File: src/hw/rtl/sml_pkg.sv
package sml_pkg;

  localparam int unsigned LIST_DEPTH_DEF = 32;
  localparam int unsigned DATA_W = 32;
  localparam int unsigned PADDR_W = 3;

  localparam logic [1:0] MODE_FIRST = 2'd0;
  localparam logic [1:0] MODE_SECOND = 2'd1;
  localparam logic [1:0] MODE_MERGE = 2'd2;

  localparam logic REG_DEDUP = 1'b0;

  typedef enum logic {
    ST_IDLE,
    ST_MERGE
  } state_e;

  typedef struct packed {
    logic [1:0] mode;
    logic signed [DATA_W-1:0] item_value;
  } in_item_t;

  typedef struct packed {
    logic signed [DATA_W-1:0] merged_value;
    logic last;
  } out_item_t;

  typedef struct packed {
    logic load_first;
    logic load_second;
    logic start;
    logic step;
    logic finish;
  } sml_cmd_t;

  typedef struct packed {
    logic first_full;
    logic second_full;
    logic have_more;
    logic slot_free;
  } sml_status_t;

endpackage

File: src/hw/rtl/sml_ram.sv
module sml_ram #(
  parameter int unsigned Width = 32,
  parameter int unsigned Depth = 32,
  parameter int unsigned AddrW = (Depth > 1) ? $clog2(Depth) : 1
) (
  input  logic             clk_i,
  input  logic             we_i,
  input  logic [AddrW-1:0] waddr_i,
  input  logic [Width-1:0] wdata_i,
  input  logic [AddrW-1:0] raddr_i,
  output logic [Width-1:0] rdata_o
);

  logic [Width-1:0] mem_q [Depth];

  always_ff @(posedge clk_i) begin
    if (we_i) begin
      mem_q[waddr_i] <= wdata_i;
    end
    rdata_o <= mem_q[raddr_i];
  end

endmodule

File: src/hw/rtl/sml_ctrl.sv
module sml_ctrl import sml_pkg::*; (
  input  logic        clk_i,
  input  logic        rst_ni,
  input  logic        in_valid_i,
  input  logic [1:0]  mode_i,
  output logic        in_ready_o,
  input  sml_status_t status_i,
  output sml_cmd_t    cmd_o
);

  state_e state_q, state_d;

  always_ff @(posedge clk_i or negedge rst_ni) begin
    if (!rst_ni) begin
      state_q <= ST_IDLE;
    end else begin
      state_q <= state_d;
    end
  end

  always_comb begin
    state_d = state_q;
    unique case (state_q)
      ST_IDLE: begin
        if (in_valid_i && (mode_i == MODE_MERGE)) begin
          state_d = ST_MERGE;
        end
      end
      ST_MERGE: begin
        if (status_i.slot_free && !status_i.have_more) begin
          state_d = ST_IDLE;
        end
      end
      default: state_d = ST_IDLE;
    endcase
  end

  always_comb begin
    cmd_o = '0;
    in_ready_o = 1'b0;
    unique case (state_q)
      ST_IDLE: begin
        in_ready_o = 1'b1;
        if (in_valid_i) begin
          unique case (mode_i)
            MODE_FIRST:  cmd_o.load_first = !status_i.first_full;
            MODE_SECOND: cmd_o.load_second = !status_i.second_full;
            MODE_MERGE:  cmd_o.start = 1'b1;
            default:     cmd_o = '0;
          endcase
        end
      end
      ST_MERGE: begin
        if (status_i.slot_free) begin
          cmd_o.step = status_i.have_more;
          cmd_o.finish = !status_i.have_more;
        end
      end
      default: cmd_o = '0;
    endcase
  end

endmodule

File: src/hw/rtl/sml_datapath.sv
module sml_datapath import sml_pkg::*; #(
  parameter int unsigned ListDepth = LIST_DEPTH_DEF
) (
  input  logic        clk_i,
  input  logic        rst_ni,
  input  sml_cmd_t    cmd_i,
  input  logic [DATA_W-1:0] load_value_i,
  input  logic        dedup_i,
  input  logic        out_ready_i,
  output logic        out_valid_o,
  output out_item_t   out_item_o,
  output sml_status_t status_o
);

  localparam int unsigned CW = $clog2(ListDepth + 1);
  localparam int unsigned AW = (ListDepth > 1) ? $clog2(ListDepth) : 1;

  logic [CW-1:0] fc_q, fc_d, sc_q, sc_d, i_q, i_d, j_q, j_d;
  logic [DATA_W-1:0] first_rdata, second_rdata, pick;
  logic [DATA_W-1:0] pend_value_q, pend_value_d;
  logic pend_valid_q, pend_valid_d;
  logic out_valid_q, out_valid_d;
  out_item_t out_item_q, out_item_d;
  logic take_first, dup, slot_free;

  sml_ram #(.Width(DATA_W), .Depth(ListDepth), .AddrW(AW)) u_first_ram (
    .clk_i   (clk_i),
    .we_i    (cmd_i.load_first),
    .waddr_i (fc_q[AW-1:0]),
    .wdata_i (load_value_i),
    .raddr_i (i_d[AW-1:0]),
    .rdata_o (first_rdata)
  );

  sml_ram #(.Width(DATA_W), .Depth(ListDepth), .AddrW(AW)) u_second_ram (
    .clk_i   (clk_i),
    .we_i    (cmd_i.load_second),
    .waddr_i (sc_q[AW-1:0]),
    .wdata_i (load_value_i),
    .raddr_i (j_d[AW-1:0]),
    .rdata_o (second_rdata)
  );

  assign slot_free = !out_valid_q || out_ready_i;
  assign take_first = (i_q < fc_q) &&
                      ((j_q >= sc_q) || ($signed(first_rdata) < $signed(second_rdata)));
  assign pick = take_first ? first_rdata : second_rdata;
  assign dup = dedup_i && pend_valid_q && (pick == pend_value_q);

  always_comb begin
    fc_d = fc_q;
    sc_d = sc_q;
    i_d = i_q;
    j_d = j_q;
    pend_valid_d = pend_valid_q;
    pend_value_d = pend_value_q;
    out_item_d = out_item_q;
    out_valid_d = out_valid_q && !out_ready_i;
    if (cmd_i.load_first) begin
      fc_d = fc_q + CW'(1);
    end
    if (cmd_i.load_second) begin
      sc_d = sc_q + CW'(1);
    end
    if (cmd_i.start) begin
      i_d = '0;
      j_d = '0;
      pend_valid_d = 1'b0;
    end
    if (cmd_i.step) begin
      if (take_first) begin
        i_d = i_q + CW'(1);
      end else begin
        j_d = j_q + CW'(1);
      end
      if (!dup) begin
        if (pend_valid_q) begin
          out_valid_d = 1'b1;
          out_item_d.merged_value = pend_value_q;
          out_item_d.last = 1'b0;
        end
        pend_valid_d = 1'b1;
        pend_value_d = pick;
      end
    end
    if (cmd_i.finish) begin
      if (pend_valid_q) begin
        out_valid_d = 1'b1;
        out_item_d.merged_value = pend_value_q;
        out_item_d.last = 1'b1;
      end
      pend_valid_d = 1'b0;
      fc_d = '0;
      sc_d = '0;
      i_d = '0;
      j_d = '0;
    end
  end

  always_ff @(posedge clk_i or negedge rst_ni) begin
    if (!rst_ni) begin
      fc_q <= '0;
      sc_q <= '0;
      i_q <= '0;
      j_q <= '0;
      pend_valid_q <= 1'b0;
      out_valid_q <= 1'b0;
    end else begin
      fc_q <= fc_d;
      sc_q <= sc_d;
      i_q <= i_d;
      j_q <= j_d;
      pend_valid_q <= pend_valid_d;
      out_valid_q <= out_valid_d;
    end
  end

  always_ff @(posedge clk_i) begin
    pend_value_q <= pend_value_d;
    out_item_q <= out_item_d;
  end

  assign out_valid_o = out_valid_q;
  assign out_item_o = out_item_q;

  assign status_o.first_full = (fc_q == CW'(ListDepth));
  assign status_o.second_full = (sc_q == CW'(ListDepth));
  assign status_o.have_more = (i_q < fc_q) || (j_q < sc_q);
  assign status_o.slot_free = slot_free;

`ifndef SYNTH
  a_counts_bounded: assert property (@(posedge clk_i) disable iff (!rst_ni)
    (fc_q <= CW'(ListDepth)) && (sc_q <= CW'(ListDepth)))
    else $error("list count above depth");

  a_heads_bounded: assert property (@(posedge clk_i) disable iff (!rst_ni)
    (i_q <= fc_q) && (j_q <= sc_q))
    else $error("merge index beyond list count");

  a_finish_clears: assert property (@(posedge clk_i) disable iff (!rst_ni)
    cmd_i.finish |=> (fc_q == '0) && (sc_q == '0) && !pend_valid_q)
    else $error("lists not emptied after merge");

  a_step_needs_slot: assert property (@(posedge clk_i) disable iff (!rst_ni)
    (cmd_i.step || cmd_i.finish) |-> slot_free)
    else $error("merge advanced into a held output");
`endif

endmodule

File: src/hw/rtl/sorted_list_merge.sv
// Append items (mode 0 or 1) are written while idle; a full list ignores the append.
// A merge starts, steps once per element through the single compare of both list heads,
// then flushes the final item; each step waits for a free output slot.
// Results appear at one per cycle while out_ready_i is high, save dropped duplicates.
// rst_ni clears both list counts, the merge state, the output and dedup_enable.
module sorted_list_merge import sml_pkg::*; #(
  parameter int unsigned ListDepth = LIST_DEPTH_DEF
) (
  input  logic               clk_i,
  input  logic               rst_ni,
  input  logic               in_valid_i,
  output logic               in_ready_o,
  input  in_item_t           in_item_i,
  output logic               out_valid_o,
  input  logic               out_ready_i,
  output out_item_t          out_item_o,
  input  logic               psel,
  input  logic               penable,
  input  logic               pwrite,
  input  logic [PADDR_W-1:0] paddr,
  input  logic [31:0]        pwdata,
  output logic [31:0]        prdata,
  output logic               pready
);

  logic dedup_q, dedup_d;
  sml_cmd_t cmd;
  sml_status_t status;

  assign pready = 1'b1;

  always_comb begin
    dedup_d = dedup_q;
    if (psel && penable && pwrite && (paddr[2] == REG_DEDUP)) begin
      dedup_d = pwdata[0];
    end
  end

  always_ff @(posedge clk_i or negedge rst_ni) begin
    if (!rst_ni) begin
      dedup_q <= 1'b0;
    end else begin
      dedup_q <= dedup_d;
    end
  end

  assign prdata = (paddr[2] == REG_DEDUP) ? {31'b0, dedup_q} : 32'b0;

  sml_ctrl u_ctrl (
    .clk_i      (clk_i),
    .rst_ni     (rst_ni),
    .in_valid_i (in_valid_i),
    .mode_i     (in_item_i.mode),
    .in_ready_o (in_ready_o),
    .status_i   (status),
    .cmd_o      (cmd)
  );

  sml_datapath #(.ListDepth(ListDepth)) u_datapath (
    .clk_i        (clk_i),
    .rst_ni       (rst_ni),
    .cmd_i        (cmd),
    .load_value_i (in_item_i.item_value),
    .dedup_i      (dedup_q),
    .out_ready_i  (out_ready_i),
    .out_valid_o  (out_valid_o),
    .out_item_o   (out_item_o),
    .status_o     (status)
  );

endmodule
File: config.mk
export PLATFORM = sky130hd
export DESIGN_NAME = sorted_list_merge
export DESIGN_NICKNAME = d
export VERILOG_FILES = /design/src/hw/rtl/sml_pkg.sv /design/src/hw/rtl/sml_ram.sv /design/src/hw/rtl/sml_ctrl.sv /design/src/hw/rtl/sml_datapath.sv /design/src/hw/rtl/sorted_list_merge.sv
export SDC_FILE = /design/constraint.sdc
export NUM_CORES = 2
export LEC_CHECK = 0
export ABC_AREA = 1
export BUFFER_PORTS_ARGS = -buffer_cell sky130_fd_sc_hd__buf_2
export CORE_MARGIN = 5
export CORE_UTILIZATION = 55
export CTS_CLUSTER_SIZE = 20
export DETAILED_ROUTE_END_ITERATION = 10
export PLACE_DENSITY_LB_ADDON = 0.1
export SETUP_SLACK_MARGIN = 0.5
export SLEW_MARGIN = 40
export SYNTH_ARGS = -nofsm -noshare
export SYNTH_HDL_FRONTEND = slang
export SYNTH_SLANG_ARGS = --single-unit
File: constraint.sdc
create_clock -name clk_i -period 7.15 [get_ports clk_i]
set_clock_uncertainty 0.2 [all_clocks]
set_input_delay 1.0725 -clock clk_i [delete_from_list [all_inputs] [get_ports clk_i]]
set_output_delay 1.0725 -clock clk_i [all_outputs]
set_load 0.01 [all_outputs]
After elaboration in Yosys (flattened, before gate mapping)
Memory sizes are Yosys's and may differ from the RTL's. A register that Yosys moved wholly into a read port is not among the register bits. Index checks and enable logic that the tools add are counted.

Register bits: 93. Memory bits (writable): 2048. Input bits: 76. Output and inout bits: 68. Word-level logic and storage cells: 93. Memories kept: 2.

$add $sub $neg: 4. $lt $le $gt $ge: 4. Equality and inequality tests: 5. Multiplexer cells: 43. Bitwise gates (word level): 3. Reduce and logical (&&, ||, !) cells: 21.

Memory list: u_datapath.u_first_ram.mem_q (depth 32, width 32, rd ports 1, clocked after memory_dff 1, write ports 1, RTL line sml_ram.sv:14) `logic [Width-1:0] mem_q [Depth];`; u_datapath.u_second_ram.mem_q (depth 32, width 32, rd ports 1, clocked after memory_dff 1, write ports 1, RTL line sml_ram.sv:14).

Operators with widths (count): two-way mux 33 bit (5); two-way mux 6 bit (12); == test 32 bit (1); less-than comparator 32 bit (1); two-way mux 32 bit (1); adder 6 x 1 -> 6 bit (second input constant) (4); two-way mux 1 bit (20); == test 6 bit (second input constant) (2); less-than comparator 6 bit (2); logical AND 1 bit (9); >= comparator 6 bit (1); zero test 1 bit (5); two-way mux 5 bit (1); one-hot mux 2 bit (2 select lines) (1); nonzero test 2 bit (2); logical OR 1 bit (3); two-way mux 3 bit (1); inverter 1 bit (3); == test 2 x 1 -> 1 bit (second input constant) (1); == test 2 bit (second input constant) (1); zero test 2 bit (1); two-way mux 2 bit (1); one-hot mux 1 bit (2 select lines) (1); AND reduction 2 bit (1).

Depth between registers and ports, before layout
Word-level depth: 10. Depth in mapped cells: 29. Mapped depth without buffers: 27.

Modules after synthesis
A second synthesis with hierarchy kept.

Cell total of the unflattened synthesis: 7993. Area total of the unflattened synthesis: 91236.3 um2.

Modules (own cells, without submodules): sml_ram (instances 2, cells an instance 3536, area an instance 42405.7 um2, sequential area each 31390.1 um2); sml_datapath (instances 1, cells an instance 855, area an instance 6007.0 um2, sequential area each 2272.2 um2); sorted_list_merge (instances 1, cells an instance 45, area an instance 314.1 um2, sequential area each 25.0 um2); sml_ctrl (instances 1, cells an instance 21, area an instance 103.8 um2, sequential area each 25.0 um2).

Worst setup path before layout
OpenSTA, ideal clock, no wires.

Kind: input -> register. From: input port in_item_i[33] (netlist name). To: memory u_datapath.u_first_ram.mem_q[23][0] (enable). Library setup time: 0.461 ns. Data arrival time: 4.023 ns. Data required time: 6.489 ns. Setup slack: 2.466 ns. Stages on the path: 9. Buffers on the path: 0. Path through: inv_1 -> nand2_1 -> nor2_1 -> nand2_1 -> inv_1 -> nand2_1 -> nor2_1 -> inv_1 -> nor3_1.

Word-level cells in the longest chain between the ends: 6.

RTL lines: from (decl) (RTL line sorted_list_merge.sv:13) `input in_item_t in_item_i,`; zero test 2 bit (RTL line sml_ctrl.sv:45) `unique case (mode_i)`; two-way mux 1 bit (RTL line sml_ctrl.sv:45); two-way mux 5 bit (RTL line sml_ctrl.sv:44) `if (in_valid_i) begin`; two-way mux 3 bit (RTL line sml_ctrl.sv:41) `unique case (state_q)`; two-way mux 1 bit (RTL line sml_ram.sv:17) `if (we_i) begin`; two-way mux 1 bit (not written as such) (RTL line sml_ram.sv:18) `mem_q[waddr_i] <= wdata_i;`; to (decl) (RTL line sml_ram.sv:14).

No other way between the ends.

==> reports/qor.yml <==
grt_pass1_wl_um: 355000
cts_resized: 0
tns_ns: 0
synth_area_sq_um: 92300
clockBufferDepth: 3
relSlewSlack_pct: 41.6
setup_viol: 0
cts.sinks: 2205
startpoint_type: "flop"
clk_pin_slew_ns: 0.06
viasPerCell: 5.68
io_pins: 144
avgRoutedWirePerCell_um: 23.2
totalWireLength_um: 241000
clk_latency_ns: 0.87
min_path_type: "in2reg"
antenna_found_initial: 3
multi_input_comb_area_sq_um: 21400
drtAntennaViolNets: 0
yosys-top-cells-count: "edfxtp_1 (2113), nand2_1 (1979), inv_1 (988), nand3_1 (929), o211ai_1 (708)"
maxCapViolCount: 0
place.gp.congestion: 0.889
syn_area_per_cell_sq_um: 11.6
die_w_um: 420
post-route-min-period_ns: 6.00
dr.pass1.iters: 6
ys_ff_latch: 2205
yosysSeqAreaShare_pct: 70.9
ys_warn_count: 0
cp-end-kind: "flop"
start_util_pct: 55.3
final_net_count: 8102
seq_area_sq_um: 65400
yosys-top-cells-area: "edfxtp_1 (69%), nand2_1 (8.0%), o211ai_1 (5.8%), nand3_1 (5.0%), inv_1 (4.0%)"
slew_violations: 0
tightest_slew_ns: 0.877
drt_iter0_drc: 5942
cts_root_buf: "clkbuf_16"
synth.most_common_cell: "edfxtp_1"
htree_levels: 4
gr-total-overflow: 0
holdBufCountCts: 0
grt_max_degree: 222
cts_setup_buffers: 0
required_ns: 7.33
drc: 0
die_h_um: 420
criticalPathCategory: "reg2reg"
grt_usage_pct: 27.2
postSynth.asyncResetShare_pct: 1.27
rows: 150
fp.dieArea_sq_um: 176000
fillers: 13000
synth_top_area_share_pct: 68.7
utilization_pct: 61.5
yosysTopAreaCell: "edfxtp_1"
area_growth_pct: 11.3
crit_path_max_fanout: 41
port_buffers: 78
arrival_ns: 6.17
synthCells: 7959
numCtsBuffers: 218
grt_pass1_vias: 55300
fp.coreArea_sq_um: 167000
dpl.hpwl_um: 131000
fin_crit_sh_pct: 83.9
yosysUniqueCellTypes: 41
rsz0062_at_grt: "false"
ys.flop_type: "edfxtp_1"
cts_tree: "built"
synth_edf_count: 2113
fmax_mhz: 167
hold_viol_final: 0
layout-drive-gt1-share_pct: 8.24
vias: 58900
status: "complete, no violations"
path summary, 6_finish.rpt:
kind	endpoint	cells past startpoint	slack, ns	from
setup / recovery	flop	20	1.15	u_datapath.sc_q[2]
hold / removal	dedup_q	3	0.28	pwdata[0]
setup reg to reg	flop	20	1.15	u_datapath.sc_q[2]
hold reg to reg	u_datapath.i_q[5]	1	0.33	u_datapath.i_q[5]
max in group asynchronous	dedup_q	2	5.77	rst_ni
min in group asynchronous	u_datapath.j_q[4]	2	0.64	rst_ni
critical path, cell delays in order, from the launching register on:
cell and delay (ns):
dfrtp_1 0.46, clkinv_1 0.27, ha_1 0.34, nand2_1 0.07, nor2_1 0.05, o21ai_1 0.08
o211ai_1 0.13, a31oi_1 0.42, nand3_4 0.55, nand2_4 0.63, nand2_1 0.16, nand3_1 0.12
nand2_1 0.06, nor2_1 0.11, nand2_1 0.06, nor2_1 0.16, nand2_1 0.09, nor2_2 0.28
nand3_2 0.15, nand2_4 0.39, clkinv_2 0.68
registers in the layout (all words and copies together), names as in the netlist, named ones only:
name                             flops
u_datapath.fc_q                      6
u_datapath.u_first_ram.rdata_o      32
u_datapath.pend_value_q             32
u_datapath.i_q                       6
dedup_q                              1
u_datapath.u_first_ram.mem_q      1024
u_datapath.sc_q                      6
u_datapath.out_valid_o               1
u_datapath.pend_valid_q              1
u_datapath.j_q                       6
u_datapath.u_second_ram.rdata_o     32
u_datapath.u_second_ram.mem_q     1024
u_ctrl.state_q                       1
cells by family (layout without fill, tap and decap cells):
logic type               count (synthesis)  count (layout)  share of synthesized area (%)
AND/OR/NAND/NOR                       3285            3285                           14.8
flip-flops                            2205            2205                           70.9
buffers and inverters                 1492            1667                           6.67
AO/OA/AOI/OAI                          916             916                           6.92
adder cells (fa/ha/maj)                 52              52                          0.705
XOR/XNOR                                 5               5                         0.0474
other                                    2              34                        0.00813
multiplexers                             2               2                         0.0217
layer usage:
metal	part of all wire, %	global-route usage (%)
met1	42	37.6
met2	48	45.3
met5	0	0
met3	7.4	3.96
met4	3.0	8.46
per-stage QoR:
stage	hold slack (ns)	cells	area (sq um)	setup WS, ns
finish	0.285	10400	103000	1.15
global route	0.309	10400	103000	0.681
CTS	0.0488	10400	103000	1.48
detailed placement	0.315	9954	95400	1.55
global placement	0.297	9953	95400	1.51
floorplan	0.274	7989	92500	2.47
area by class of cell:
class | instances | area share (%)
diodes | 2 | 0.00487
multi-input cells | 4292 | 20.8
inverters | 1002 | 3.69
clock inverters | 99 | 1.06
flip-flops and latches | 2205 | 63.7
repair buffers | 255 | 2.07
well taps | 2204 | 2.68
clock buffers | 311 | 5.96
layout by cell type (no fill, tap or decap), types with 5 or more instances in the layout:
master / n
clkbuf_1: 63
bufinv_16: 20
clkbuf_8: 28
clkbuf_16: 220
o211ai_1: 708
a21oi_1: 22
inv_6: 8
nand4_1: 9
nor3_1: 5
dfxtp_1: 64
buf_12: 29
o21ai_0: 143
nand2_1: 1977
nor2_1: 280
dfrtp_1: 27
buf_4: 144
ha_1: 52
clkinv_1: 34
nor3_2: 5
o21ai_1: 28
nor2_4: 62
inv_1: 984
inv_2: 7
buf_2: 78
conb_1: 32
xor2_1: 5
clkinv_2: 32
nand3_1: 928
edfxtp_1: 2113
nand2_4: 5
Power is not shown: default switching activity piles up to over one toggle a cycle in this logic, so the estimate is an artifact.
